### src/rtl/motor_speed_pid_with_filter_defines.svh
// Assertion macros for the motor speed controller.
`ifndef MOTOR_SPEED_PID_WITH_FILTER_DEFINES_SVH
`define MOTOR_SPEED_PID_WITH_FILTER_DEFINES_SVH

`ifndef SYNTHESIS

// Check that cons holds in the same cycle as ante.
`define MSP_ASSERT_IMP(label, clk, rst_n, ante, cons) \
	label: assert property (@(posedge clk) disable iff (!rst_n) (ante) |-> (cons)) \
		else $error("assertion failed: same-cycle implication");

// Check that cons holds in the cycle after ante.
`define MSP_ASSERT_NXT(label, clk, rst_n, ante, cons) \
	label: assert property (@(posedge clk) disable iff (!rst_n) (ante) |=> (cons)) \
		else $error("assertion failed: next-cycle implication");

`else

`define MSP_ASSERT_IMP(label, clk, rst_n, ante, cons)
`define MSP_ASSERT_NXT(label, clk, rst_n, ante, cons)

`endif

`endif

### src/rtl/msp_pkg.sv
// Shared widths, constants and types of the motor speed controller.
package msp_pkg;

	// Field and state widths
	localparam int COUNT_BITS = 12;
	localparam int SPEED_W    = 24;
	localparam int ERR_W      = 25;
	localparam int DIFF_W     = 26;
	localparam int SUM_W      = 40;
	localparam int GAIN_W     = 16;
	localparam int DUTY_W     = 8;
	localparam int DIR_W      = 2;

	// Shared multiplier and accumulator
	localparam int MUL_W = 33;
	localparam int ACC_W = 64;

	// Configuration port
	localparam int ADDR_W    = 5;
	localparam int DATA_W    = 32;
	localparam int REG_IDX_W = 3;

	localparam logic [REG_IDX_W-1:0] REG_TARGET = 3'd0;
	localparam logic [REG_IDX_W-1:0] REG_GAIN_P = 3'd1;
	localparam logic [REG_IDX_W-1:0] REG_GAIN_I = 3'd2;
	localparam logic [REG_IDX_W-1:0] REG_GAIN_D = 3'd3;
	localparam logic [REG_IDX_W-1:0] REG_RUN    = 3'd4;
	localparam logic [REG_IDX_W-1:0] REG_DIR    = 3'd5;

	// Bridge direction codes
	localparam logic [DIR_W-1:0] DIR_OFF = 2'd0;
	localparam logic [DIR_W-1:0] DIR_CW  = 2'd1;
	localparam logic [DIR_W-1:0] DIR_CCW = 2'd2;
	localparam logic [DIR_W-1:0] DIR_BAD = 2'd3;

	// Filter: num = pulses*64000 + 396*filtered + 220, speed = num / 440
	localparam logic [MUL_W-1:0] FILT_PULSE_K = 33'd64000;
	localparam logic [MUL_W-1:0] FILT_KEEP_K  = 33'd396;
	localparam logic signed [ACC_W-1:0] FILT_ROUND = 64'sd220;
	localparam int NUM_W          = 34;
	localparam int FILT_PRE_SHIFT = 3;
	// ceil(2^37 / 55): exact floor division by 55 for operands below 2^31
	localparam logic [MUL_W-1:0] RECIP_55 = 33'd2498890064;
	localparam int RECIP_SHIFT = 37;
	localparam int SPEED_Q_W   = 26;

	// PID scaling
	localparam logic [MUL_W-1:0] P_SCALE = 33'd20;
	localparam logic [MUL_W-1:0] D_SCALE = 33'd400;
	localparam int GP20_W    = 21;
	localparam int GD400_W   = 25;
	localparam int SUM_SPLIT = 20;

	// Duty: drive / 1310720 = (drive >> 18) / 5
	localparam int DUTY_SHIFT = 18;
	localparam int X_W        = 11;
	localparam logic signed [ACC_W-1:0] DUTY_SAT_LEVEL = 64'sd1280 <<< DUTY_SHIFT;
	// ceil(2^18 / 5): exact floor division by 5 for operands below 2^18
	localparam logic [MUL_W-1:0] DIV5_RECIP = 33'd52429;
	localparam int DIV5_SHIFT = 18;

	typedef logic [MUL_W-1:0] mul_op_t;

	typedef struct packed {
		logic en;    // update the accumulator
		logic keep;  // add onto the held accumulator
		logic shl;   // weight the product by 2^SUM_SPLIT
		logic rnd;   // add the filter rounding bias
	} mac_ctl_t;

endpackage

### src/rtl/msp_tick_if.sv
// Request channel carrying the pulse count of one tick.
interface msp_tick_if;
	logic valid;
	logic ready;
	logic [msp_pkg::COUNT_BITS-1:0] pulse_count;

	modport source (output valid, output pulse_count, input ready);
	modport sink (input valid, input pulse_count, output ready);
endinterface

### src/rtl/msp_drive_if.sv
// Result channel carrying duty, bridge mode and speed estimate.
interface msp_drive_if;
	logic valid;
	logic ready;
	logic [msp_pkg::DUTY_W-1:0]  pwm_duty;
	logic [msp_pkg::DIR_W-1:0]   bridge_mode;
	logic [msp_pkg::SPEED_W-1:0] speed_estimate;

	modport source (output valid, output pwm_duty, output bridge_mode, output speed_estimate,
		input ready);
	modport sink (input valid, input pwm_duty, input bridge_mode, input speed_estimate,
		output ready);
endinterface

### src/rtl/msp_mac.sv
// Shared signed multiply-accumulate unit with a registered accumulator.
module msp_mac (
	input  logic                              clk,
	input  msp_pkg::mac_ctl_t                 ctl,
	input  msp_pkg::mul_op_t                  op_a,
	input  msp_pkg::mul_op_t                  op_b,
	output logic signed [msp_pkg::ACC_W-1:0]  acc
);

	logic signed [2*msp_pkg::MUL_W-1:0] prod;
	logic signed [msp_pkg::ACC_W-1:0]   term;
	logic signed [msp_pkg::ACC_W-1:0]   base;
	logic signed [msp_pkg::ACC_W-1:0]   bias;
	logic signed [msp_pkg::ACC_W-1:0]   acc_q;

	// Multiply, weight and sum onto the selected base
	always_comb begin
		prod = $signed(op_a) * $signed(op_b);
		term = $signed(prod[msp_pkg::ACC_W-1:0]);
		if (ctl.shl) begin
			term = term <<< msp_pkg::SUM_SPLIT;
		end
		base = ctl.keep ? acc_q : '0;
		bias = ctl.rnd ? msp_pkg::FILT_ROUND : '0;
	end

	// Hold the accumulator unless enabled
	always_ff @(posedge clk) begin
		if (ctl.en) begin
			acc_q <= base + term + bias;
		end
	end

	assign acc = acc_q;

endmodule

### src/rtl/motor_speed_pid_with_filter.sv
// Motor speed controller: EMA speed filter and PID drive with an APB register port.
// A request steps through FILT_KEEP, RECIP, SPEED, ERR, GD, MP, MD, MIL, MIH, SCALE
// and DUTY; a shared multiplier takes ten products in turn; requests are taken only in IDLE.
// A full output register holds the last step; a new request is taken while one result waits.
// Reset (arst_n low, asynchronous) clears filter, integral and prior error and loads
// register defaults.
`include "motor_speed_pid_with_filter_defines.svh"

module motor_speed_pid_with_filter (
	input  logic                          clk,
	input  logic                          arst_n,
	input  logic                          psel,
	input  logic                          penable,
	input  logic                          pwrite,
	input  logic [msp_pkg::ADDR_W-1:0]    paddr,
	input  logic [msp_pkg::DATA_W-1:0]    pwdata,
	output logic [msp_pkg::DATA_W-1:0]    prdata,
	output logic                          pready,
	msp_tick_if.sink                      tick,
	msp_drive_if.source                   drive
);

	localparam int ST_W = 4;
	localparam logic [ST_W-1:0] ST_IDLE      = 4'd0;
	localparam logic [ST_W-1:0] ST_FILT_KEEP = 4'd1;
	localparam logic [ST_W-1:0] ST_RECIP     = 4'd2;
	localparam logic [ST_W-1:0] ST_SPEED     = 4'd3;
	localparam logic [ST_W-1:0] ST_ERR       = 4'd4;
	localparam logic [ST_W-1:0] ST_GD        = 4'd5;
	localparam logic [ST_W-1:0] ST_MP        = 4'd6;
	localparam logic [ST_W-1:0] ST_MD        = 4'd7;
	localparam logic [ST_W-1:0] ST_MIL       = 4'd8;
	localparam logic [ST_W-1:0] ST_MIH       = 4'd9;
	localparam logic [ST_W-1:0] ST_SCALE     = 4'd10;
	localparam logic [ST_W-1:0] ST_DUTY      = 4'd11;

	// Configuration registers
	logic [msp_pkg::SPEED_W-1:0] target_q;
	logic [msp_pkg::GAIN_W-1:0]  gp_q;
	logic [msp_pkg::GAIN_W-1:0]  gi_q;
	logic [msp_pkg::GAIN_W-1:0]  gd_q;
	logic                        run_q;
	logic [msp_pkg::DIR_W-1:0]   dir_q;
	logic                        cfg_wr;
	logic [msp_pkg::REG_IDX_W-1:0] cfg_idx;

	// Sequencer and controller state
	logic [ST_W-1:0]                   state_q;
	logic [msp_pkg::SPEED_W-1:0]       fs_q;
	logic signed [msp_pkg::SUM_W-1:0]  sum_q;
	logic signed [msp_pkg::ERR_W-1:0]  prior_q;
	logic signed [msp_pkg::DIFF_W-1:0] diff_q;
	logic [msp_pkg::GP20_W-1:0]        gp20_q;
	logic [msp_pkg::GD400_W-1:0]       gd400_q;
	logic                              neg_q;
	logic                              sat_q;

	// Output register
	logic                        out_valid_q;
	logic [msp_pkg::DUTY_W-1:0]  duty_q;
	logic [msp_pkg::DIR_W-1:0]   mode_q;
	logic [msp_pkg::SPEED_W-1:0] speed_q;

	// Datapath
	msp_pkg::mac_ctl_t                 mac_ctl;
	msp_pkg::mul_op_t                  op_a;
	msp_pkg::mul_op_t                  op_b;
	logic signed [msp_pkg::ACC_W-1:0]  acc;
	logic                              accept;
	logic                              out_free;
	logic [msp_pkg::SPEED_Q_W-1:0]     speed_quo;
	logic signed [msp_pkg::ERR_W-1:0]  err;
	logic signed [msp_pkg::SUM_W:0]    sum_wide;
	logic signed [msp_pkg::SUM_W-1:0]  sum_sat;
	logic signed [msp_pkg::DIFF_W-1:0] diff;
	logic [msp_pkg::DUTY_W-1:0]        quo5;
	logic [msp_pkg::DUTY_W-1:0]        duty_next;

	assign accept   = tick.valid && (state_q == ST_IDLE);
	assign out_free = !out_valid_q || drive.ready;

	// Register writes
	assign cfg_wr  = psel && penable && pwrite && pready;
	assign cfg_idx = paddr[msp_pkg::ADDR_W-1:2];
	assign pready  = 1'b1;

	always_ff @(posedge clk or negedge arst_n) begin
		if (!arst_n) begin
			target_q <= '0;
			gp_q     <= 16'd256;
			gi_q     <= 16'd128;
			gd_q     <= 16'd26;
			run_q    <= 1'b0;
			dir_q    <= msp_pkg::DIR_OFF;
		end else if (cfg_wr) begin
			case (cfg_idx)
				msp_pkg::REG_TARGET: target_q <= pwdata[msp_pkg::SPEED_W-1:0];
				msp_pkg::REG_GAIN_P: gp_q     <= pwdata[msp_pkg::GAIN_W-1:0];
				msp_pkg::REG_GAIN_I: gi_q     <= pwdata[msp_pkg::GAIN_W-1:0];
				msp_pkg::REG_GAIN_D: gd_q     <= pwdata[msp_pkg::GAIN_W-1:0];
				msp_pkg::REG_RUN:    run_q    <= pwdata[0];
				msp_pkg::REG_DIR:    dir_q    <= pwdata[msp_pkg::DIR_W-1:0];
				default: ;
			endcase
		end
	end

	// Register reads
	always_comb begin
		case (cfg_idx)
			msp_pkg::REG_TARGET: prdata = msp_pkg::DATA_W'(target_q);
			msp_pkg::REG_GAIN_P: prdata = msp_pkg::DATA_W'(gp_q);
			msp_pkg::REG_GAIN_I: prdata = msp_pkg::DATA_W'(gi_q);
			msp_pkg::REG_GAIN_D: prdata = msp_pkg::DATA_W'(gd_q);
			msp_pkg::REG_RUN:    prdata = msp_pkg::DATA_W'(run_q);
			msp_pkg::REG_DIR:    prdata = msp_pkg::DATA_W'(dir_q);
			default:             prdata = '0;
		endcase
	end

	// Pick multiplier operands for each step
	always_comb begin
		mac_ctl = '0;
		op_a    = '0;
		op_b    = '0;
		case (state_q)
			ST_IDLE: begin
				mac_ctl.en  = accept;
				mac_ctl.rnd = 1'b1;
				op_a = msp_pkg::MUL_W'(tick.pulse_count);
				op_b = msp_pkg::FILT_PULSE_K;
			end
			ST_FILT_KEEP: begin
				mac_ctl.en   = 1'b1;
				mac_ctl.keep = 1'b1;
				op_a = msp_pkg::MUL_W'(fs_q);
				op_b = msp_pkg::FILT_KEEP_K;
			end
			ST_RECIP: begin
				mac_ctl.en = 1'b1;
				op_a = msp_pkg::MUL_W'(acc[msp_pkg::NUM_W-1:msp_pkg::FILT_PRE_SHIFT]);
				op_b = msp_pkg::RECIP_55;
			end
			ST_ERR: begin
				mac_ctl.en = 1'b1;
				op_a = msp_pkg::MUL_W'(gp_q);
				op_b = msp_pkg::P_SCALE;
			end
			ST_GD: begin
				mac_ctl.en = 1'b1;
				op_a = msp_pkg::MUL_W'(gd_q);
				op_b = msp_pkg::D_SCALE;
			end
			ST_MP: begin
				mac_ctl.en = 1'b1;
				op_a = msp_pkg::MUL_W'(prior_q);
				op_b = msp_pkg::MUL_W'(gp20_q);
			end
			ST_MD: begin
				mac_ctl.en   = 1'b1;
				mac_ctl.keep = 1'b1;
				op_a = msp_pkg::MUL_W'(diff_q);
				op_b = msp_pkg::MUL_W'(gd400_q);
			end
			ST_MIL: begin
				mac_ctl.en   = 1'b1;
				mac_ctl.keep = 1'b1;
				op_a = msp_pkg::MUL_W'(sum_q[msp_pkg::SUM_SPLIT-1:0]);
				op_b = msp_pkg::MUL_W'(gi_q);
			end
			ST_MIH: begin
				mac_ctl.en   = 1'b1;
				mac_ctl.keep = 1'b1;
				mac_ctl.shl  = 1'b1;
				// upper half carries the sign of the integral
				op_a = msp_pkg::MUL_W'($signed(sum_q[msp_pkg::SUM_W-1:msp_pkg::SUM_SPLIT]));
				op_b = msp_pkg::MUL_W'(gi_q);
			end
			ST_SCALE: begin
				mac_ctl.en = 1'b1;
				op_a = msp_pkg::MUL_W'(acc[msp_pkg::DUTY_SHIFT+msp_pkg::X_W-1:msp_pkg::DUTY_SHIFT]);
				op_b = msp_pkg::DIV5_RECIP;
			end
			default: ;
		endcase
	end

	msp_mac u_mac (
		.clk  (clk),
		.ctl  (mac_ctl),
		.op_a (op_a),
		.op_b (op_b),
		.acc  (acc)
	);

	// Speed quotient, error, saturated integral, error difference and next duty
	always_comb begin
		speed_quo = acc[msp_pkg::RECIP_SHIFT+msp_pkg::SPEED_Q_W-1:msp_pkg::RECIP_SHIFT];
		err = $signed({1'b0, target_q}) - $signed({1'b0, fs_q});
		sum_wide = (msp_pkg::SUM_W+1)'(sum_q) + (msp_pkg::SUM_W+1)'(err);
		if (sum_wide[msp_pkg::SUM_W] != sum_wide[msp_pkg::SUM_W-1]) begin
			sum_sat = sum_wide[msp_pkg::SUM_W] ?
				{1'b1, {(msp_pkg::SUM_W-1){1'b0}}} : {1'b0, {(msp_pkg::SUM_W-1){1'b1}}};
		end else begin
			sum_sat = sum_wide[msp_pkg::SUM_W-1:0];
		end
		diff = msp_pkg::DIFF_W'(err) - msp_pkg::DIFF_W'(prior_q);
		quo5 = acc[msp_pkg::DIV5_SHIFT+msp_pkg::DUTY_W-1:msp_pkg::DIV5_SHIFT];
		if (!run_q || neg_q) begin
			duty_next = '0;
		end else if (sat_q) begin
			duty_next = '1;
		end else begin
			duty_next = quo5;
		end
	end

	// Advance the sequencer
	always_ff @(posedge clk or negedge arst_n) begin
		if (!arst_n) begin
			state_q <= ST_IDLE;
		end else begin
			case (state_q)
				ST_IDLE:      if (accept) state_q <= ST_FILT_KEEP;
				ST_FILT_KEEP: state_q <= ST_RECIP;
				ST_RECIP:     state_q <= ST_SPEED;
				ST_SPEED:     state_q <= ST_ERR;
				ST_ERR:       state_q <= ST_GD;
				ST_GD:        state_q <= ST_MP;
				ST_MP:        state_q <= ST_MD;
				ST_MD:        state_q <= ST_MIL;
				ST_MIL:       state_q <= ST_MIH;
				ST_MIH:       state_q <= ST_SCALE;
				ST_SCALE:     state_q <= ST_DUTY;
				ST_DUTY:      if (out_free) state_q <= ST_IDLE;
				default:      state_q <= ST_IDLE;
			endcase
		end
	end

	// Update filter and PID state
	always_ff @(posedge clk or negedge arst_n) begin
		if (!arst_n) begin
			fs_q    <= '0;
			sum_q   <= '0;
			prior_q <= '0;
		end else begin
			if (state_q == ST_SPEED) begin
				fs_q <= (|speed_quo[msp_pkg::SPEED_Q_W-1:msp_pkg::SPEED_W]) ?
					'1 : speed_quo[msp_pkg::SPEED_W-1:0];
			end
			if (state_q == ST_ERR) begin
				sum_q   <= sum_sat;
				prior_q <= err;
			end
		end
	end

	// Capture scaled gains, error difference and duty flags
	always_ff @(posedge clk) begin
		if (state_q == ST_ERR) begin
			diff_q <= diff;
		end
		if (state_q == ST_GD) begin
			gp20_q <= acc[msp_pkg::GP20_W-1:0];
		end
		if (state_q == ST_MP) begin
			gd400_q <= acc[msp_pkg::GD400_W-1:0];
		end
		if (state_q == ST_SCALE) begin
			neg_q <= acc[msp_pkg::ACC_W-1] || (acc == '0);
			sat_q <= acc >= msp_pkg::DUTY_SAT_LEVEL;
		end
	end

	// Hold the result until the sink takes it
	always_ff @(posedge clk or negedge arst_n) begin
		if (!arst_n) begin
			out_valid_q <= 1'b0;
		end else if ((state_q == ST_DUTY) && out_free) begin
			out_valid_q <= 1'b1;
		end else if (drive.ready) begin
			out_valid_q <= 1'b0;
		end
	end

	always_ff @(posedge clk) begin
		if ((state_q == ST_DUTY) && out_free) begin
			duty_q  <= duty_next;
			mode_q  <= (dir_q == msp_pkg::DIR_BAD) ? msp_pkg::DIR_OFF : dir_q;
			speed_q <= fs_q;
		end
	end

	assign tick.ready           = (state_q == ST_IDLE);
	assign drive.valid          = out_valid_q;
	assign drive.pwm_duty       = duty_q;
	assign drive.bridge_mode    = mode_q;
	assign drive.speed_estimate = speed_q;

	// Checks
	`MSP_ASSERT_IMP(a_duty_needs_run, clk, arst_n, drive.valid && (drive.pwm_duty != '0), run_q)
	`MSP_ASSERT_IMP(a_valid_from_seq, clk, arst_n, $rose(drive.valid), $past(state_q) == ST_DUTY)
	`MSP_ASSERT_NXT(a_accept_starts, clk, arst_n, tick.valid && tick.ready, state_q == ST_FILT_KEEP)
	`MSP_ASSERT_IMP(a_mode_legal, clk, arst_n, drive.valid, drive.bridge_mode != msp_pkg::DIR_BAD)

endmodule

### src/flat_wrapper.sv
// flat-port wrapper written by rule: the top's interface ports become plain ports
module motor_speed_pid_with_filter_flat 
  (clk, arst_n, psel, penable, pwrite, paddr, pwdata, prdata, pready, tick_valid, tick_pulse_count, tick_ready, drive_valid, drive_pwm_duty, drive_bridge_mode, drive_speed_estimate, drive_ready);
  msp_tick_if tick_i ();
  msp_drive_if drive_i ();
  input  logic clk;
  input  logic arst_n;
  input  logic psel;
  input  logic penable;
  input  logic pwrite;
  input  logic [msp_pkg::ADDR_W-1:0] paddr;
  input  logic [msp_pkg::DATA_W-1:0] pwdata;
  output logic [msp_pkg::DATA_W-1:0] prdata;
  output logic pready;
  input wire logic [$bits(tick_i.valid)-1:0] tick_valid;
  input wire logic [$bits(tick_i.pulse_count)-1:0] tick_pulse_count;
  output wire logic [$bits(tick_i.ready)-1:0] tick_ready;
  output wire logic [$bits(drive_i.valid)-1:0] drive_valid;
  output wire logic [$bits(drive_i.pwm_duty)-1:0] drive_pwm_duty;
  output wire logic [$bits(drive_i.bridge_mode)-1:0] drive_bridge_mode;
  output wire logic [$bits(drive_i.speed_estimate)-1:0] drive_speed_estimate;
  input wire logic [$bits(drive_i.ready)-1:0] drive_ready;
  assign tick_i.valid = tick_valid;
  assign tick_i.pulse_count = tick_pulse_count;
  assign tick_ready = tick_i.ready;
  assign drive_valid = drive_i.valid;
  assign drive_pwm_duty = drive_i.pwm_duty;
  assign drive_bridge_mode = drive_i.bridge_mode;
  assign drive_speed_estimate = drive_i.speed_estimate;
  assign drive_i.ready = drive_ready;
  motor_speed_pid_with_filter u_core (.clk(clk), .arst_n(arst_n), .psel(psel), .penable(penable), .pwrite(pwrite), .paddr(paddr), .pwdata(pwdata), .prdata(prdata), .pready(pready), .tick(tick_i), .drive(drive_i));
endmodule
### config.mk
export PLATFORM = sky130hd
export DESIGN_NAME = motor_speed_pid_with_filter_flat
export DESIGN_NICKNAME = d
export VERILOG_FILES = /design/src/rtl/msp_pkg.sv /design/src/rtl/msp_tick_if.sv /design/src/rtl/msp_drive_if.sv /design/src/rtl/msp_mac.sv /design/src/rtl/motor_speed_pid_with_filter.sv /design/src/flat_wrapper.sv
export VERILOG_INCLUDE_DIRS = /design/src /design/src/rtl
export SDC_FILE = /design/constraint.sdc
export NUM_CORES = 2
export LEC_CHECK = 0
export ABC_AREA = 1
export CAP_MARGIN = 20
export CORE_ASPECT_RATIO = 0.6
export CORE_MARGIN = 2
export CORE_UTILIZATION = 50
export CTS_CLUSTER_SIZE = 40
export DETAILED_ROUTE_END_ITERATION = 16
export DONT_BUFFER_PORTS = 1
export PLACE_DENSITY = 0.73
export SYNTH_ARGS = -nofsm -noshare
export SYNTH_HDL_FRONTEND = slang
export SYNTH_HIERARCHICAL = 1
export SYNTH_SLANG_ARGS = --single-unit
### constraint.sdc
create_clock -name clk -period 13 [get_ports clk]
set_input_delay 1.3 -clock clk [delete_from_list [all_inputs] [get_ports clk]]
set_output_delay 1.3 -clock clk [all_outputs]
set_load 0.05 [all_outputs]
==> impl_metrics.csv <==
group,metric,value,unit
route,routed-via-count,57275,
timing,fmax,78.4,MHz
placed_design,port_buffers,0,
hold_path,hp-class,"in2async",
timing,hold_viol,0,
setup_path,crit_type,"reg2reg",
clocking,htree_levels,2,
timing,setup_ws,237,ps
placed_design,hpwl,201000,um
setup_path,max_stage_delay,620,ps
logic_synthesis,synth_seq_area_share,14.3,%
logic_synthesis,syn_area,65700,um2
clocking,cts.sinks,341,
clocking,cts_hold_buf,0,
global_route,grt_pass1_vias,56560,
logic_synthesis,post_synth.cell_area_avg,7.78,um2
timing,finalClockSkew,40.9,ps
setup_path,required,13330,ps
global_route,grt.total_usage,35.9,%
logic_synthesis,synth-async-reset-ratio,49.6,%
layout,nets,9978,
logic_synthesis,synth-xor-area-share,1.92,%
floorplanning,fp.coreArea,130000,um2
route,ant_nets,0,
route,drt_pass1_iterations,9,
floorplanning,io_pins,125,
logic_synthesis,synthMuxAreaShare,0,%
timing,fin_setup_tns,0,ps
logic_synthesis,synth-edff-count,172,
floorplanning,dieArea,134000,um2
global_route,grt_overflow,0,
logic_synthesis,synth_fa_ha_area_share,42.6,%
timing,slew_violations,0,
placed_design,gp_congestion,1.06,
timing,fin_crit_sh,98.2,%
floorplanning,start_util,50.7,%
timing,relSlewSlack,20.1,%
setup_path,end_kind,"flip-flop",
logic_synthesis,synth_top_family_by_area,"adder cells",
layout,syn2layout_area_growth,6.36,%
clocking,clk_path_buf_depth,3,
placed_design,dp_cells,10029,
route,routed_wirelength,239000,um
global_route,grt_max_degree,170,
floorplanning,die_y,285,um
timing,post-route-min-period,12760,ps
logic_synthesis,synthDistinctLibCells,66,
logic_synthesis,synth-simple-area-share,19.2,%
clocking,clkTransAtPathRegs,70,ps
logic_synthesis,syn_inst,8450,
route,drt-vias-per-instance,5.66,
route,drt_iter0_drc,7645,
setup_path,worstPathArrival,13100,ps
layout,final_cells,10120,
clocking,cts_buffers,35,
clocking,cts_tree,"done",
setup_path,crit_fanout,33,
timing,tightest_slew,1200,ps
placed_design,dpl_worst_slack,305,ps
logic_synthesis,synth-compound-area-share,8.14,%
setup_path,cp-start-kind,"flip-flop",
timing,rsz0062_at_grt,"false",
layout,final_layout_size_suffix_gt1_share,5.68,%
floorplanning,fp-row-count,102,
clocking,cts_root_buffer,"clkbuf_16",
route,drc,0,
global_route,grt_pass1_wl,360000,um
floorplanning,die_w,472,um
logic_synthesis,ys_ff_latch,341,
flow_run,cap_violations,0,
logic_synthesis,synth_warnings,6,
clocking,insertion_delay,600,ps
setup_path,path_common_cell,"fa_1",
setup_path,cp_slowest_cell,"fa_1",
global_route,grt_antenna_before_repair,10,
timing,setup_viol,0,
run_status,status,"finished, final reports clean",
route,wl_per_cell,23.6,um
logic_synthesis,synth_flop_cell,"edfxtp_1",
## worst max-delay path, delay by kind of cell, from the launching register on
kind,cells,cell delay (ps)
adder cells (fa/ha/maj),11,5190
AO/OA/AOI/OAI,11,2800
AND/OR/NAND/NOR,10,2030
buffers and inverters,12,1670
flip-flops,1,410
XOR/XNOR,2,330
## layer usage
layer  vias to the layer above  GRT usage, %  part of all wire, %
met5                         -          2.01                 0.18
met4                        10          5.52                  1.6
met1                     28299          56.3                   45
met3                       263          17.0                   18
met2                      3658          44.3                   36
li1                      25045             -                    -
## Yosys cell counts (13+ instances only)
master,n,area share (%)
a21oi_2,18,0.24
edfxtp_1,172,7.9
inv_1,2036,12
nand4_1,45,0.43
o2111ai_1,18,0.24
dfrtp_1,164,6.2
a31oi_1,23,0.22
a21oi_1,292,2.2
nor2_1,481,2.7
a221oi_1,31,0.41
o21ai_1,13,0.099
nand3b_1,16,0.18
nor4_1,23,0.22
xnor2_1,43,0.57
nand2_2,35,0.33
a22oi_1,15,0.17
buf_2,14,0.11
o211ai_1,24,0.27
or2_2,24,0.23
a21o_1,24,0.27
fa_1,1134,35
nand2_1,2176,12
o21bai_1,36,0.41
nor2_2,18,0.17
o21ai_0,317,2.4
clkbuf_1,325,1.9
nor3_1,34,0.26
ha_1,421,8.0
xor2_1,101,1.3
nand3_1,221,1.7
## per-stage QoR
step	hold slack, ps	area, um2	utilization, %
detailed placement	434	68400	52.8
finish	396	69900	53.9
global placement	435	68400	52.8
floorplan	425	65800	-
global route	381	69900	53.9
CTS	380	69600	53.7
## layout make-up
class / count / area [um2]
antenna: 10 / 25.0
clock buffer: 47 / 1020
clock inverter: 17 / 169
fill: 12192 / 59800
inverter: 2046 / 7690
multi-input combinational: 5719 / 47600
sequential: 341 / 9400
tap: 1716 / 2150
timing repair buffer: 224 / 1890
## registers in the layout, indices dropped and copies added (netlist names), 21 cells and up
signal and count:
u_core/diff_q 26, u_core/gd400_q 25, u_core/target_q 24, u_core/drive.speed_estimate 24
u_core/u_mac/acc 64, u_core/sum_q 40, u_core/prior_q 25, u_core/fs_q 24
u_core/gp20_q 21
## kinds of logic (layout without fill, tap and decap cells)
logic type               after synthesis  after routing
AND/OR/NAND/NOR                     3113           3113
buffers and inverters               2404           2334
adder cells (fa/ha/maj)             1555           1555
AO/OA/AOI/OAI                        891            891
flip-flops                           341            341
XOR/XNOR                             144            144
other                                  2             26
## final timing paths
kind / from / end / slack, ps / depth (start not counted)
worst min-delay path: arst_n / u_core/sum_q[30] / 400 / 0
worst max register to register: u_core/state_q[0] / u_core/u_mac/acc[56] / 240 / 46
worst min register to register: u_core/fs_q[7] / u_core/drive.speed_estimate[7] / 450 / 0
max in group asynchronous: arst_n / u_core/gd_q[1] / 12130 / 0
worst max-delay path: u_core/state_q[0] / u_core/u_mac/acc[56] / 240 / 46
min in group clk: u_core/fs_q[7] / u_core/drive.speed_estimate[7] / 450 / 0
## timing repair
action / CTS / global route
buffers inserted: 0 / 13
setup endpoints to repair: 0 / 37
resized for setup: 0 / 8
## placed cells by master (no fill, tap or decap), drive strengths merged, types with 23 or more instances in the layout
cell type  count
nand2       2214
inv         2046
fa          1134
nor2         501
ha           421
o21ai        337
a21oi        322
nand3        228
buf          223
edfxtp       172
dfrtp        164
xor2         101
clkbuf        48
nand4         45
xnor2         43
o21bai        39
nor3          38
or2           34
a221oi        31
nor4          25
a21o          24
o211ai        24
a31oi         23
Power is left out: the tool's default activity adds up to more than one toggle a clock period on the data nets, which glitch-free logic cannot reach.
